### config.mk
export PLATFORM = sky130hd
export DESIGN_NAME = tga_rle_pixel_decoder
export DESIGN_NICKNAME = d
export VERILOG_FILES = /design/src/hw/rtl/trd_pkg.sv /design/src/hw/rtl/trd_cfg.sv /design/src/hw/rtl/trd_core.sv /design/src/hw/rtl/tga_rle_pixel_decoder.sv
export VERILOG_INCLUDE_DIRS = /design/src /design/src/hw/rtl
export SDC_FILE = /design/constraint.sdc
export NUM_CORES = 1
export LEC_CHECK = 0
export BUFFER_PORTS_ARGS = -buffer_cell sky130_fd_sc_hd__buf_2
export CAP_MARGIN = 20
export CORE_ASPECT_RATIO = 1.1
export CORE_MARGIN = 4
export CORE_UTILIZATION = 35
export CTS_CLUSTER_SIZE = 28
export DETAILED_ROUTE_END_ITERATION = 12
export HOLD_SLACK_MARGIN = 0.02
export PLACE_DENSITY = 0.49
export SYNTH_ARGS = -nofsm -noshare
export SYNTH_HDL_FRONTEND = slang
export SYNTH_SLANG_ARGS = --single-unit
### constraint.sdc
create_clock -name clk -period 14.58 [get_ports clk]
set_clock_uncertainty 0.2 [all_clocks]
set_input_delay 1.458 -clock clk [delete_from_list [all_inputs] [get_ports clk]]
set_output_delay 1.458 -clock clk [all_outputs]
set_load 0.01 [all_outputs]
### src/hw/rtl/assert_macros.svh
// assertion macros shared by the rle decoder rtl
`ifndef ASSERT_MACROS_SVH
`define ASSERT_MACROS_SVH
`ifndef SYNTHESIS
`define ASSERT_IMPL(lbl, clk, rstn, ante, cons) \
	lbl: assert property (@(posedge clk) disable iff (!rstn) (ante) |-> (cons)) \
	else $error("implication check failed");
`define ASSERT_NEXT(lbl, clk, rstn, ante, cons) \
	lbl: assert property (@(posedge clk) disable iff (!rstn) (ante) |=> (cons)) \
	else $error("next-cycle check failed");
`else
`define ASSERT_IMPL(lbl, clk, rstn, ante, cons)
`define ASSERT_NEXT(lbl, clk, rstn, ante, cons)
`endif
`endif

### src/hw/rtl/trd_pkg.sv
// types and constants of the tga rle pixel decoder
`default_nettype none
package trd_pkg;

	localparam int MAX_BYTES_PER_PIXEL = 4;
	localparam int CFG_IDX_W = 2;
	localparam int CFG_DATA_W = 16;

	localparam logic [CFG_IDX_W-1:0] REG_BYTES_PER_PIXEL = 2'd0;
	localparam logic [CFG_IDX_W-1:0] REG_IMAGE_WIDTH = 2'd1;
	localparam logic [CFG_IDX_W-1:0] REG_IMAGE_HEIGHT = 2'd2;

	typedef struct packed {
		logic [2:0] bytes_per_pixel;
		logic [31:0] total_pixels;
	} cfg_t;

	typedef struct packed {
		logic [31:0] pixel_value;
		logic [7:0] repeat_count;
		logic last_of_image;
		logic overrun;
	} res_t;

	typedef struct packed {
		logic produce;
		res_t res;
	} dec_t;

endpackage
`default_nettype wire

### src/hw/rtl/trd_cfg.sv
// configuration registers and image pixel count
`default_nettype none
module trd_cfg (
	input wire logic clk,
	input wire logic arst_n,
	input wire logic cfg_valid,
	output logic cfg_ready,
	input wire logic [trd_pkg::CFG_IDX_W-1:0] cfg_index,
	input wire logic [trd_pkg::CFG_DATA_W-1:0] cfg_data,
	output trd_pkg::cfg_t cfg
);
	import trd_pkg::*;

	logic [2:0] bpp_q;
	logic [15:0] width_q;
	logic [15:0] height_q;
	logic [31:0] total_q;
	logic [15:0] mul_w;
	logic [15:0] mul_h;
	logic [31:0] total_next;
	logic wr;

	assign cfg_ready = 1'b1;
	assign wr = cfg_valid && cfg_ready;

	// pixel count follows the register being written
	always_comb begin
		mul_w = (cfg_index == REG_IMAGE_WIDTH) ? cfg_data : width_q;
		mul_h = (cfg_index == REG_IMAGE_HEIGHT) ? cfg_data : height_q;
		if (mul_w == 16'd0 || mul_h == 16'd0) begin
			total_next = 32'd1;
		end else begin
			total_next = mul_w * mul_h;
		end
	end

	always_ff @(posedge clk or negedge arst_n) begin
		if (!arst_n) begin
			bpp_q <= 3'd4;
			width_q <= 16'd1;
			height_q <= 16'd1;
			total_q <= 32'd1;
		end else if (wr) begin
			case (cfg_index)
				REG_BYTES_PER_PIXEL: begin
					bpp_q <= cfg_data[2:0];
				end
				REG_IMAGE_WIDTH: begin
					width_q <= cfg_data;
					total_q <= total_next;
				end
				REG_IMAGE_HEIGHT: begin
					height_q <= cfg_data;
					total_q <= total_next;
				end
				default: begin
				end
			endcase
		end
	end

	assign cfg.bytes_per_pixel = bpp_q;
	assign cfg.total_pixels = total_q;
endmodule
`default_nettype wire

### src/hw/rtl/trd_core.sv
// packet state and pixel assembly, one byte per cycle while fire is high
`default_nettype none
module trd_core (
	input wire logic clk,
	input wire logic arst_n,
	input wire logic fire,
	input wire logic [7:0] data_byte,
	input wire trd_pkg::cfg_t cfg,
	output trd_pkg::dec_t dec
);
	import trd_pkg::*;

	logic awaiting_q;
	logic run_q;
	logic clipped_q;
	logic [7:0] pkt_left_q;
	logic [1:0] byte_pos_q;
	logic [31:0] acc_q;
	logic [31:0] img_left_q;

	logic [2:0] ebpp;
	logic [31:0] img_eff;
	logic [7:0] hdr_n;
	logic hdr_clip;
	logic [7:0] hdr_n_clip;
	logic [31:0] acc_new;
	logic complete;
	logic [7:0] cnt_raw;
	logic [7:0] cnt;
	logic [31:0] img_after;
	logic [7:0] pkt_after;
	logic last;

	always_comb begin
		ebpp = cfg.bytes_per_pixel;
		if (ebpp == 3'd0) begin
			ebpp = 3'd1;
		end
		if (ebpp > 3'(MAX_BYTES_PER_PIXEL)) begin
			ebpp = 3'(MAX_BYTES_PER_PIXEL);
		end

		// header path
		img_eff = (img_left_q == 32'd0) ? cfg.total_pixels : img_left_q;
		hdr_n = data_byte[7] ? (data_byte - 8'd127) : (data_byte + 8'd1);
		hdr_clip = {24'd0, hdr_n} > img_eff;
		hdr_n_clip = hdr_clip ? img_eff[7:0] : hdr_n;

		// pixel byte path
		acc_new = ((byte_pos_q == 2'd0) ? 32'd0 : acc_q)
			| ({24'd0, data_byte} << {byte_pos_q, 3'b000});
		complete = ({1'b0, byte_pos_q} + 3'd1) >= ebpp;
		cnt_raw = run_q ? pkt_left_q : 8'd1;
		if (cnt_raw == 8'd0) begin
			cnt_raw = 8'd1;
		end
		cnt = ({24'd0, cnt_raw} > img_left_q) ? img_left_q[7:0] : cnt_raw;
		img_after = img_left_q - {24'd0, cnt};
		pkt_after = (cnt <= pkt_left_q) ? (pkt_left_q - cnt) : 8'd0;
		last = img_after == 32'd0;

		dec.produce = !awaiting_q && complete;
		dec.res.pixel_value = acc_new;
		dec.res.repeat_count = cnt;
		dec.res.last_of_image = last;
		dec.res.overrun = clipped_q;
	end

	always_ff @(posedge clk or negedge arst_n) begin
		if (!arst_n) begin
			awaiting_q <= 1'b1;
			run_q <= 1'b0;
			clipped_q <= 1'b0;
			pkt_left_q <= 8'd0;
			byte_pos_q <= 2'd0;
			acc_q <= 32'd0;
			img_left_q <= 32'd0;
		end else if (fire) begin
			if (awaiting_q) begin
				img_left_q <= img_eff;
				run_q <= data_byte[7];
				clipped_q <= hdr_clip;
				pkt_left_q <= hdr_n_clip;
				awaiting_q <= 1'b0;
				byte_pos_q <= 2'd0;
				acc_q <= 32'd0;
			end else begin
				acc_q <= acc_new;
				if (!complete) begin
					byte_pos_q <= byte_pos_q + 2'd1;
				end else begin
					byte_pos_q <= 2'd0;
					img_left_q <= img_after;
					pkt_left_q <= pkt_after;
					if (last || pkt_after == 8'd0) begin
						awaiting_q <= 1'b1;
						run_q <= 1'b0;
						pkt_left_q <= 8'd0;
						if (last) begin
							clipped_q <= 1'b0;
						end
					end
				end
			end
		end
	end
endmodule
`default_nettype wire

### src/hw/rtl/tga_rle_pixel_decoder.sv
// tga rle pixel decoder top level: input stage, decode core, result register
// a result reaches m_tdata through the input stage register, then the result register
// throughput: one byte per cycle; a stalled result register holds the input stage
// header beats give no result; pixel count loads from width*height at an image start
// arst_n clears all control state and restores register defaults 4, 1, 1
`default_nettype none
`include "assert_macros.svh"
module tga_rle_pixel_decoder (
	input wire logic clk,
	input wire logic arst_n,
	input wire logic s_tvalid,
	output logic s_tready,
	input wire logic [7:0] s_tdata, // data_byte[7:0]
	output logic m_tvalid,
	input wire logic m_tready,
	output logic [39:0] m_tdata, // pixel_value[31:0], repeat_count[39:32]
	output logic m_tlast,
	output logic m_tuser, // overrun
	input wire logic cfg_valid,
	output logic cfg_ready,
	input wire logic [trd_pkg::CFG_IDX_W-1:0] cfg_index,
	input wire logic [trd_pkg::CFG_DATA_W-1:0] cfg_data
);
	import trd_pkg::*;

	cfg_t cfg;
	dec_t dec;
	logic valid_s1;
	logic [7:0] data_s1;
	logic out_valid_q;
	res_t res_q;
	logic out_free;
	logic advance;

	trd_cfg u_cfg (
		.clk(clk),
		.arst_n(arst_n),
		.cfg_valid(cfg_valid),
		.cfg_ready(cfg_ready),
		.cfg_index(cfg_index),
		.cfg_data(cfg_data),
		.cfg(cfg)
	);

	trd_core u_core (
		.clk(clk),
		.arst_n(arst_n),
		.fire(advance),
		.data_byte(data_s1),
		.cfg(cfg),
		.dec(dec)
	);

	assign out_free = !out_valid_q || m_tready;
	assign advance = valid_s1 && (!dec.produce || out_free);
	assign s_tready = !valid_s1 || advance;

	always_ff @(posedge clk or negedge arst_n) begin
		if (!arst_n) begin
			valid_s1 <= 1'b0;
		end else if (s_tready) begin
			valid_s1 <= s_tvalid;
		end
	end

	always_ff @(posedge clk) begin
		if (s_tvalid && s_tready) begin
			data_s1 <= s_tdata;
		end
	end

	always_ff @(posedge clk or negedge arst_n) begin
		if (!arst_n) begin
			out_valid_q <= 1'b0;
		end else if (advance && dec.produce) begin
			out_valid_q <= 1'b1;
		end else if (m_tready) begin
			out_valid_q <= 1'b0;
		end
	end

	always_ff @(posedge clk) begin
		if (advance && dec.produce) begin
			res_q <= dec.res;
		end
	end

	assign m_tvalid = out_valid_q;
	assign m_tdata = {res_q.repeat_count, res_q.pixel_value};
	assign m_tlast = res_q.last_of_image;
	assign m_tuser = res_q.overrun;

	`ASSERT_IMPL(a_count_nonzero, clk, arst_n, m_tvalid, m_tdata[39:32] != 8'd0)
	`ASSERT_IMPL(a_empty_stage_ready, clk, arst_n, !valid_s1, s_tready)
	`ASSERT_NEXT(a_stall_holds_byte, clk, arst_n, valid_s1 && !advance,
		valid_s1 && $stable(data_s1))
endmodule
`default_nettype wire
-- After elaboration in Yosys (flattened, before gate mapping)
Cells that the tools add are included.
- equality and inequality tests: 2
- add/subtract/negate cells: 6
- multiply operators: 1
- magnitude comparators: 5
- shifts and indexed selects: 1
- mux-type cells: 33
- reduce and logical (&&, ||, !) cells: 32
- bitwise logic cells: 1
- operators with widths (kind ; count):
    32-bit two-way mux ; 6
    8-bit two-way mux ; 9
    8-bit by 32-bit > comparator with 1-bit output ; 2
    32-bit zero test ; 2
    16-bit zero test ; 2
    16-bit by 16-bit multiplier with 32-bit output ; 1
    16-bit two-way mux ; 2
    32-bit OR ; 1
    8-bit by 5-bit left shift with 32-bit output ; 1
    32-bit by 8-bit subtractor with 32-bit output ; 1
    8-bit zero test ; 2
    1-bit two-way mux ; 12
    8-bit by 1-bit adder with 8-bit output (second input constant) ; 1
    8-bit <= comparator ; 1
    2-bit nonzero test ; 4
    8-bit by 7-bit subtractor with 8-bit output (second input constant) ; 1
    8-bit subtractor ; 1
    3-bit two-way mux ; 2
    2-bit AND reduction ; 3
    1-bit logical OR ; 5
    1-bit logical AND ; 4
    1-bit zero test ; 4
    2-bit zero test ; 2
    2-bit two-way mux ; 2
    other kinds (10) ; 10
- bits in registers: 196
- output and inout bits: 45
- word-level logic and storage cells: 99

-- Logic depth before layout (Yosys ltp)
Gate-level depths: netlist of run 1.
- depth after elaboration: 12
- depth in mapped cells: 30
- mapped depth without buffers: 26

-- By module
From an unflattened synthesis of run 1, not the netlist that was laid out.
- cell total of the unflattened synthesis: 2106
- area total of the unflattened synthesis: 19189.7 µm²
- by module, submodules not included (module ; area each (µm²) ; times used ; cells an instance ; seq. area each (µm²)):
    trd_cfg ; 11477.3 ; 1 ; 1289 ; 1681.6
    trd_core ; 6104.6 ; 1 ; 757 ; 1928.1
    tga_rle_pixel_decoder ; 1607.8 ; 1 ; 60 ; 1551.5

-- Worst setup path after synthesis of run 1
No wires, ideal clock.
- kind: input -> register
- start: input port cfg_index[1] (netlist bit)
- end: register u_cfg.total_q[30]
- cell stages on the path: 25
- slack: 5.825 ns
- arrival time: 8.427 ns
- data required time: 14.251 ns
- library setup time: 0.129 ns
- cells stage by stage: inv_1 -> ha_1 -> clkbuf_1 -> clkbuf_1 -> clkbuf_1 -> mux2i_1 -> nor2_1 -> fa_1 -> fa_1 -> fa_1 -> inv_1 -> fa_1 -> inv_1 -> fa_1 -> fa_1 -> ha_1 -> a21oi_1 -> o21ai_0 -> or3_1 -> o31a_1 -> a41oi_1 -> nor2_1 -> a221oi_1 -> xor2_1 -> o21ai_1
- longest elaborated chain between the ends: 5
- RTL lines (element ; line ; text):
    from (decl) ; tga_rle_pixel_decoder.sv:21 ; input wire logic [trd_pkg::CFG_IDX_W-1:0] cfg_index,
    branches (longest 5 deep; another with 16-bit by 16-bit multiplier with 32-bit output) ; - ;
    to (signal assigned) ; trd_cfg.sv:50 ; total_q <= total_next;
    to (signal assigned) ; trd_cfg.sv:54 ; total_q <= total_next;
    to (decl) ; trd_cfg.sv:17 ; logic [31:0] total_q;
Several ways; the timed one is not identified.
A chain may end at the register's enable or synchronous reset.

-- Final worst setup path of run 1
Ends and elaborated chain as after synthesis.

==> results of run 1 <==
through the flow:
stage	util, %	worst slack, ps	hold slack, ps
global placement	37.4	5330	245
global route	38.7	5270	278
floorplan	-	5820	226
finish	38.7	5700	267
CTS	38.6	5720	274
detailed placement	37.5	5180	249
sequential cells by signal (all words and copies together), names as in the netlist:
name / cells
u_cfg.height_q: 16
u_core.byte_pos_q: 2
u_cfg.total_q: 32
m_tvalid: 1
u_core.run_q: 1
m_tdata: 40
valid_s1: 1
u_core.pkt_left_q: 8
u_cfg.width_q: 16
data_s1: 8
u_core.clipped_q: 1
u_core.awaiting_q: 1
u_core.img_left_q: 32
u_core.acc_q: 32
m_tuser: 1
m_tlast: 1
u_cfg.bpp_q: 3
Yosys cell counts (all sizes together) (38+ instances only):
cell type / count / area share (%)
a21oi: 111 / 3.0
o21ai: 100 / 2.7
edfxtp: 50 / 8.1
inv: 285 / 5.7
mux2i: 38 / 2.0
fa: 196 / 21
ha: 145 / 9.7
clkbuf: 69 / 1.4
dfrtp: 141 / 19
mux2: 38 / 2.3
nor2: 198 / 4.0
nand2: 287 / 5.8
layout by cell type (no fill, tap or decap), types with 4 or more instances in the layout:
| cell | instances |
|---|---|
| mux2i_1 | 38 |
| a31o_2 | 33 |
| a21o_1 | 32 |
| nand3b_1 | 4 |
| o21ai_0 | 85 |
| nand3_1 | 17 |
| xnor2_1 | 22 |
| mux2_2 | 38 |
| nand4_1 | 13 |
| dfstp_2 | 5 |
| o21bai_1 | 5 |
| and2_1 | 14 |
| fa_1 | 196 |
| nand2_1 | 287 |
| a221oi_1 | 5 |
| xor2_1 | 22 |
| clkbuf_16 | 18 |
| buf_2 | 73 |
| edfxtp_1 | 50 |
| and3_1 | 5 |
| nor2b_1 | 15 |
| nor3_1 | 21 |
| a31oi_1 | 8 |
| inv_1 | 284 |
| or3_1 | 7 |
| buf_4 | 19 |
| a21oi_1 | 110 |
| nor4_1 | 23 |
| o21a_1 | 5 |
| o31a_1 | 4 |
| ha_1 | 144 |
| a211oi_1 | 14 |
| dfrtp_1 | 141 |
| o21ai_1 | 15 |
| nor2_1 | 198 |
| or2_2 | 6 |
| o221ai_1 | 5 |
| a22o_1 | 8 |
| nand2b_1 | 13 |
| inv_8 | 6 |
kinds of logic (layout without fill, tap and decap cells):
logic type	after synthesis	count (layout)
xor gates and xnor gates	44	44
and+or+nand+nor	638	638
muxes	76	76
buffers and inverters	365	413
adders and majority gates	341	341
AOI/OAI and AO/OA	363	363
DFF	196	196
other	1	1
final timing paths:
| check | depth (start not counted) | slack (ps) | startpoint | end |
|---|---|---|---|---|
| setup reg to reg | 23 | 7380 | u_cfg.height_q[11] | u_cfg.total_q[30] |
| min in group asynchronous | 1 | 760 | arst_n | u_core.pkt_left_q[3] |
| max in group asynchronous | 2 | 11940 | arst_n | u_cfg.total_q[26] |
| hold / removal | 0 | 270 | u_core.clipped_q | m_tuser |
| hold reg to reg | 0 | 270 | u_core.clipped_q | m_tuser |
| setup / recovery | 25 | 5700 | cfg_index[1] | u_cfg.total_q[30] |
final cells by class:
| class | count | share of cell area (%) |
|---|---|---|
| clock buffers | 18 | 2.21 |
| clock inverters | 14 | 0.824 |
| inverters | 286 | 5.28 |
| multi-input cells | 1463 | 59.4 |
| flip-flops and latches | 196 | 25.4 |
| well taps | 675 | 4.15 |
| repair buffers | 95 | 2.76 |
metal layers:
metal,wire length [um],global-route usage [%],vias up
met4,1510,6.40,0
met2,26400,32.8,304
li1,-,-,6755
met1,23600,24.7,7342
met3,2060,3.18,78
met5,0,0,-
==> impl_metrics.py, run 1 <==
metrics = {
    "layout": {
        "layout-drive-gt1-share_pct": 10.9,
        "syn_to_final_growth_pct": 9.27,
        "n_fill_cell": 5310,
        "finalNonFillerCells": 2747,
        "final_cell_area_mm2": 0.0203,
        "final_nets": 2431,
        "num_antenna_cells": 0,
        "regArea_mm2": 0.00516,
        "multi_input_area_mm2": 0.0121,
    },
    "run_status": {
        "status": "finished clean",
    },
    "grt": {
        "grt_pass1_vias": 15063,
        "overflow": 0,
        "grt_max_degree": 77,
        "antenna_found_initial": 1,
        "grt_util_all_layers_pct": 19.1,
        "grt_pass1_wl_um": 85600,
    },
    "yosys": {
        "syn_inst": 2024,
        "seq_area_frac_synth_pct": 27.7,
        "postSynthAreaPerCell_um2": 9.19,
        "synth_compound_area_share_pct": 12.6,
        "synth-xor-area-share_pct": 2.07,
        "synth_fp_nets": 2396,
        "synth_flop_cell": "dfrtp_1",
        "syn_area_mm2": 0.0186,
        "muxShareOfSynthArea_pct": 4.34,
        "synth-edff-count": 50,
        "yosys_warnings": 0,
        "yosysUniqueCellTypes": 76,
        "synthAdderAreaFrac_pct": 30.8,
        "yosys_register_bits": 196,
        "yosys.area_share.simple_pct": 15.0,
        "synth_top_family_by_area": "adder cells",
        "synth-async-reset-ratio_pct": 74.5,
    },
    "setup_path": {
        "crit_fanout": 32,
        "cp_data_required_time_ps": 14740,
        "critPathBufInv": 6,
        "critPathKind": "primary input to flop",
        "crit_top_cell": "fa_1",
        "crit_arrival_ps": 9040,
        "critPathCaptureType": "flop",
        "startpoint_type": "primary input",
        "cpMaxStageDelayCell": "ha_2",
        "path_delay_family": "adder cells",
        "cp_slowest_stage_delay_ps": 800,
    },
    "drt": {
        "drtAntennaViolNets": 0,
        "drt_iter0_drc": 910,
        "via_per_inst": 5.27,
        "routed_wirelength_um": 53500,
        "via_count": 14479,
        "firstDrtPassIters": 5,
        "drc": 0,
        "wire_per_inst_um": 19.5,
    },
    "run": {
        "cap_violations": 0,
    },
    "timing": {
        "hold_violations": 0,
        "slew_viol_final": 0,
        "fin_crit_sh_pct": 60.9,
        "setup_tns_ps": 0,
        "final-setup-viol-count": 0,
        "rsz0062_at_grt": "false",
        "max_freq_mhz": 113,
        "tightest_slew_ps": 1100,
        "slew_headroom_pct": 24.3,
        "layout_min_cycle_time_ps": 8880,
    },
    "clock_network": {
        "cts_resized": 0,
        "cts_hold_buf": 0,
        "clock_sinks": 196,
        "cts-htree-levels": 4,
        "cts_root_buffer": "clkbuf_16",
        "cts.clk_slew.worst_paths_ps": 90,
        "clk_path_buf_depth": 2,
        "cts_tree": "built",
        "cts_made_buffers": 17,
        "post_cts_buffers": 0,
        "clk_latency_ps": 510,
    },
    "die": {
        "core_area_mm2": 0.0525,
        "dieArea_mm2": 0.0569,
        "pin_count": 76,
        "die_h_um": 250,
        "die_x_um": 228,
        "initial_core_util_pct": 35.4,
        "fp-row-count": 88,
    },
    "place": {
        "gp_congestion": 0.888,
        "portBuffers": 74,
        "place_inst": 2713,
        "place_area_mm2": 0.0197,
        "hpwlAfterDp_um": 41700,
    },
    "hold_path": {
        "hold_path.class": "flop to flop",
    },
}
Power of run 1 is left out: the tool's default activity adds up to more than one toggle a clock period on the data nets, which glitch-free logic cannot reach.
==> run 2: changes to the inputs <==
--- a/config.mk
+++ b/config.mk
@@ -14,7 +14,7 @@
 export CTS_CLUSTER_SIZE = 28
 export DETAILED_ROUTE_END_ITERATION = 12
 export HOLD_SLACK_MARGIN = 0.02
-export PLACE_DENSITY = 0.49
+export PLACE_DENSITY = 0.51
 export SYNTH_ARGS = -nofsm -noshare
 export SYNTH_HDL_FRONTEND = slang
 export SYNTH_SLANG_ARGS = --single-unit
==> constraint.sdc (replaced) <==
create_clock -name clk -period 7.3 [get_ports clk]
set_clock_uncertainty 0.2 [all_clocks]
set_input_delay 0.73 -clock clk [delete_from_list [all_inputs] [get_ports clk]]
set_output_delay 0.73 -clock clk [all_outputs]
set_load 0.01 [all_outputs]
==> run 2 against run 1 <==
Wire length is 1.9% higher. Critical path depth up 3. Cell count up 5.4%. Non-clock buffer count up 149. First-iteration DRC count shrank 1.1%. Register-to-register slack worse by 6600 ps. Sequential cell count did not move. Sequential share of layout area decreased by 1.4 points. Largest cell class unchanged.
==> impl_metrics.py, run 2 (synthesis gave the netlist of run 1 again) <==
metrics = {
    "clock_network": {
        "cts.clk_slew.worst_paths_ps": 90,
        "clk_path_buf_depth": 2,
        "cts-htree-levels": 4,
        "cts_tree": "built",
        "cts_hold_buf": 0,
        "clk_latency_ps": 490,
        "cts_made_buffers": 17,
        "cts_root_buffer": "clkbuf_16",
        "clock_sinks": 196,
    },
    "layout": {
        "largest_reg_flops": 40,
        "final_cell_area_mm2": 0.0216,
        "n_fill_cell": 5268,
        "regArea_mm2": 0.00516,
        "multi_input_area_mm2": 0.0121,
        "final_nets": 2580,
        "layout-drive-gt1-share_pct": 17.2,
        "syn_to_final_growth_pct": 15.8,
        "postLayoutCoreUtil_pct": 41.0,
        "mostFrequentLayoutCells": "nand2_1 (287), inv_1 (284), nor2_1 (198), fa_1 (196), buf_4 (164)",
        "final_common_cell": "nand2_1",
        "num_antenna_cells": 0,
    },
    "setup_path": {
        "worstSetupStartpoint": "cfg_index[0]",
        "r2r-end": "u_cfg.total_q[30]",
        "startpoint_type": "primary input",
        "cp_data_required_time_ps": 7450,
        "rr_worst_depth": 23,
        "reg2reg_from": "u_cfg.height_q[12]",
        "endpoint": "u_cfg.total_q[30]",
        "crit_fanout": 18,
        "crit_arrival_ps": 7170,
        "critPathKind": "primary input to flop",
        "rrSetupSlack_ps": 760,
        "critPathCaptureType": "flop",
    },
    "run": {
        "cap_violations": 0,
    },
    "drt": {
        "wl_met3_um": 2150,
        "firstDrtPassIters": 5,
        "wire_per_inst_um": 18.8,
        "routed_wirelength_um": 54600,
        "via_per_inst": 5.16,
        "drc": 0,
        "top_layer": "met4",
        "drtAntennaViolNets": 0,
        "wl_met2_um": 27100,
        "drt_iter0_drc": 900,
        "via_count": 14949,
        "wl_met1_um": 24200,
    },
    "timing": {
        "slew_viol_final": 0,
        "fin_crit_sh_pct": 96.2,
        "layout_min_cycle_time_ps": 7020,
        "rsz0062_at_grt": "false",
        "slew_headroom_pct": 32.0,
        "max_freq_mhz": 142,
        "final-setup-viol-count": 0,
        "hold_violations": 0,
        "tightest_slew_ps": 1020,
    },
    "grt": {
        "grt_pass1_wl_um": 86400,
        "grt_pass1_vias": 15200,
        "grt_max_degree": 88,
        "antenna_found_initial": 1,
        "overflow": 0,
        "grt_util_all_layers_pct": 19.3,
    },
    "die": {
        "pin_count": 76,
        "core_area_mm2": 0.0525,
        "initial_core_util_pct": 35.4,
        "die_x_um": 228,
        "dieArea_mm2": 0.0569,
        "die_h_um": 250,
        "fp-row-count": 88,
    },
    "hold_path": {
        "hold_path.class": "primary input to asynchronous set/reset pin",
    },
    "run_status": {
        "status": "finished clean",
    },
    "place": {
        "place_area_mm2": 0.0209,
        "portBuffers": 74,
        "hpwlAfterDp_um": 44300,
        "gp_congestion": 0.880,
    },
}
==> run 2: worst min path at each step <==
| stage | cells after the start | from | to | slack [ps] |
|---|---|---|---|---|
| 2_1_floorplan | 0 | arst_n | m_tvalid | 230 |
| 5_1_grt | 1 | arst_n | u_core.pkt_left_q[3] | 150 |
| 3_5_place_dp | 0 | u_core.clipped_q | m_tuser | 250 |
| 3_3_place_gp | 0 | u_core.clipped_q | m_tuser | 240 |
| 6_report | 1 | arst_n | u_core.pkt_left_q[3] | 90 |
| 4_1_cts | 1 | arst_n | u_core.run_q | 130 |
==> run 2: layout make-up <==
| cell class | count | share of cell area [%] |
|---|---|---|
| clock buffer | 18 | 2.09 |
| clock inverter | 14 | 0.720 |
| inverter | 286 | 4.98 |
| multi-input combinational | 1463 | 56.3 |
| sequential | 196 | 23.9 |
| tap | 675 | 3.92 |
| timing repair buffer | 244 | 8.05 |
==> run 2: routing by layer <==
layer / vias up / global-route usage (%)
li1: 7065 / -
met1: 7470 / 25.3
met2: 354 / 33.2
met3: 60 / 2.90
met4: 0 / 5.34
met5: - / 0
==> run 2: critical path: stages <==
cell and delay (ps):
buf_2 100, inv_1 50, ha_1 220, buf_12 170, buf_12 150, mux2_2 320
nand2_1 90, fa_1 490, inv_1 50, fa_1 470, inv_1 50, fa_1 490
inv_1 50, fa_1 490, inv_1 60, fa_1 520, inv_1 50, fa_1 470
ha_1 320, a21oi_1 200, o21ai_1 140, nand2b_1 180, or3_1 370, a41oi_2 280
nor2_1 100, a221oi_2 280, xor2_1 180, o21ai_1 70
==> run 2: per-stage QoR <==
step	setup slack, ps	setup TNS (ps)	hold WS (ps)	cells
after floorplan	17.8	0	226	2024
after global placement	-236	-1470	244	2863
after detailed placement	-326	-2330	251	2863
after CTS	180	0	125	2895
after global routing	10.9	0	147	2896
final	281	0	90.0	2896
==> run 2: what timing repair did <==
action,CTS,global route
gates resized for setup,0,7
buffers inserted,0,0
hold endpoints to repair,0,0
endpoints found under the setup margin,0,8
Power of run 2 is left out for the same reason.
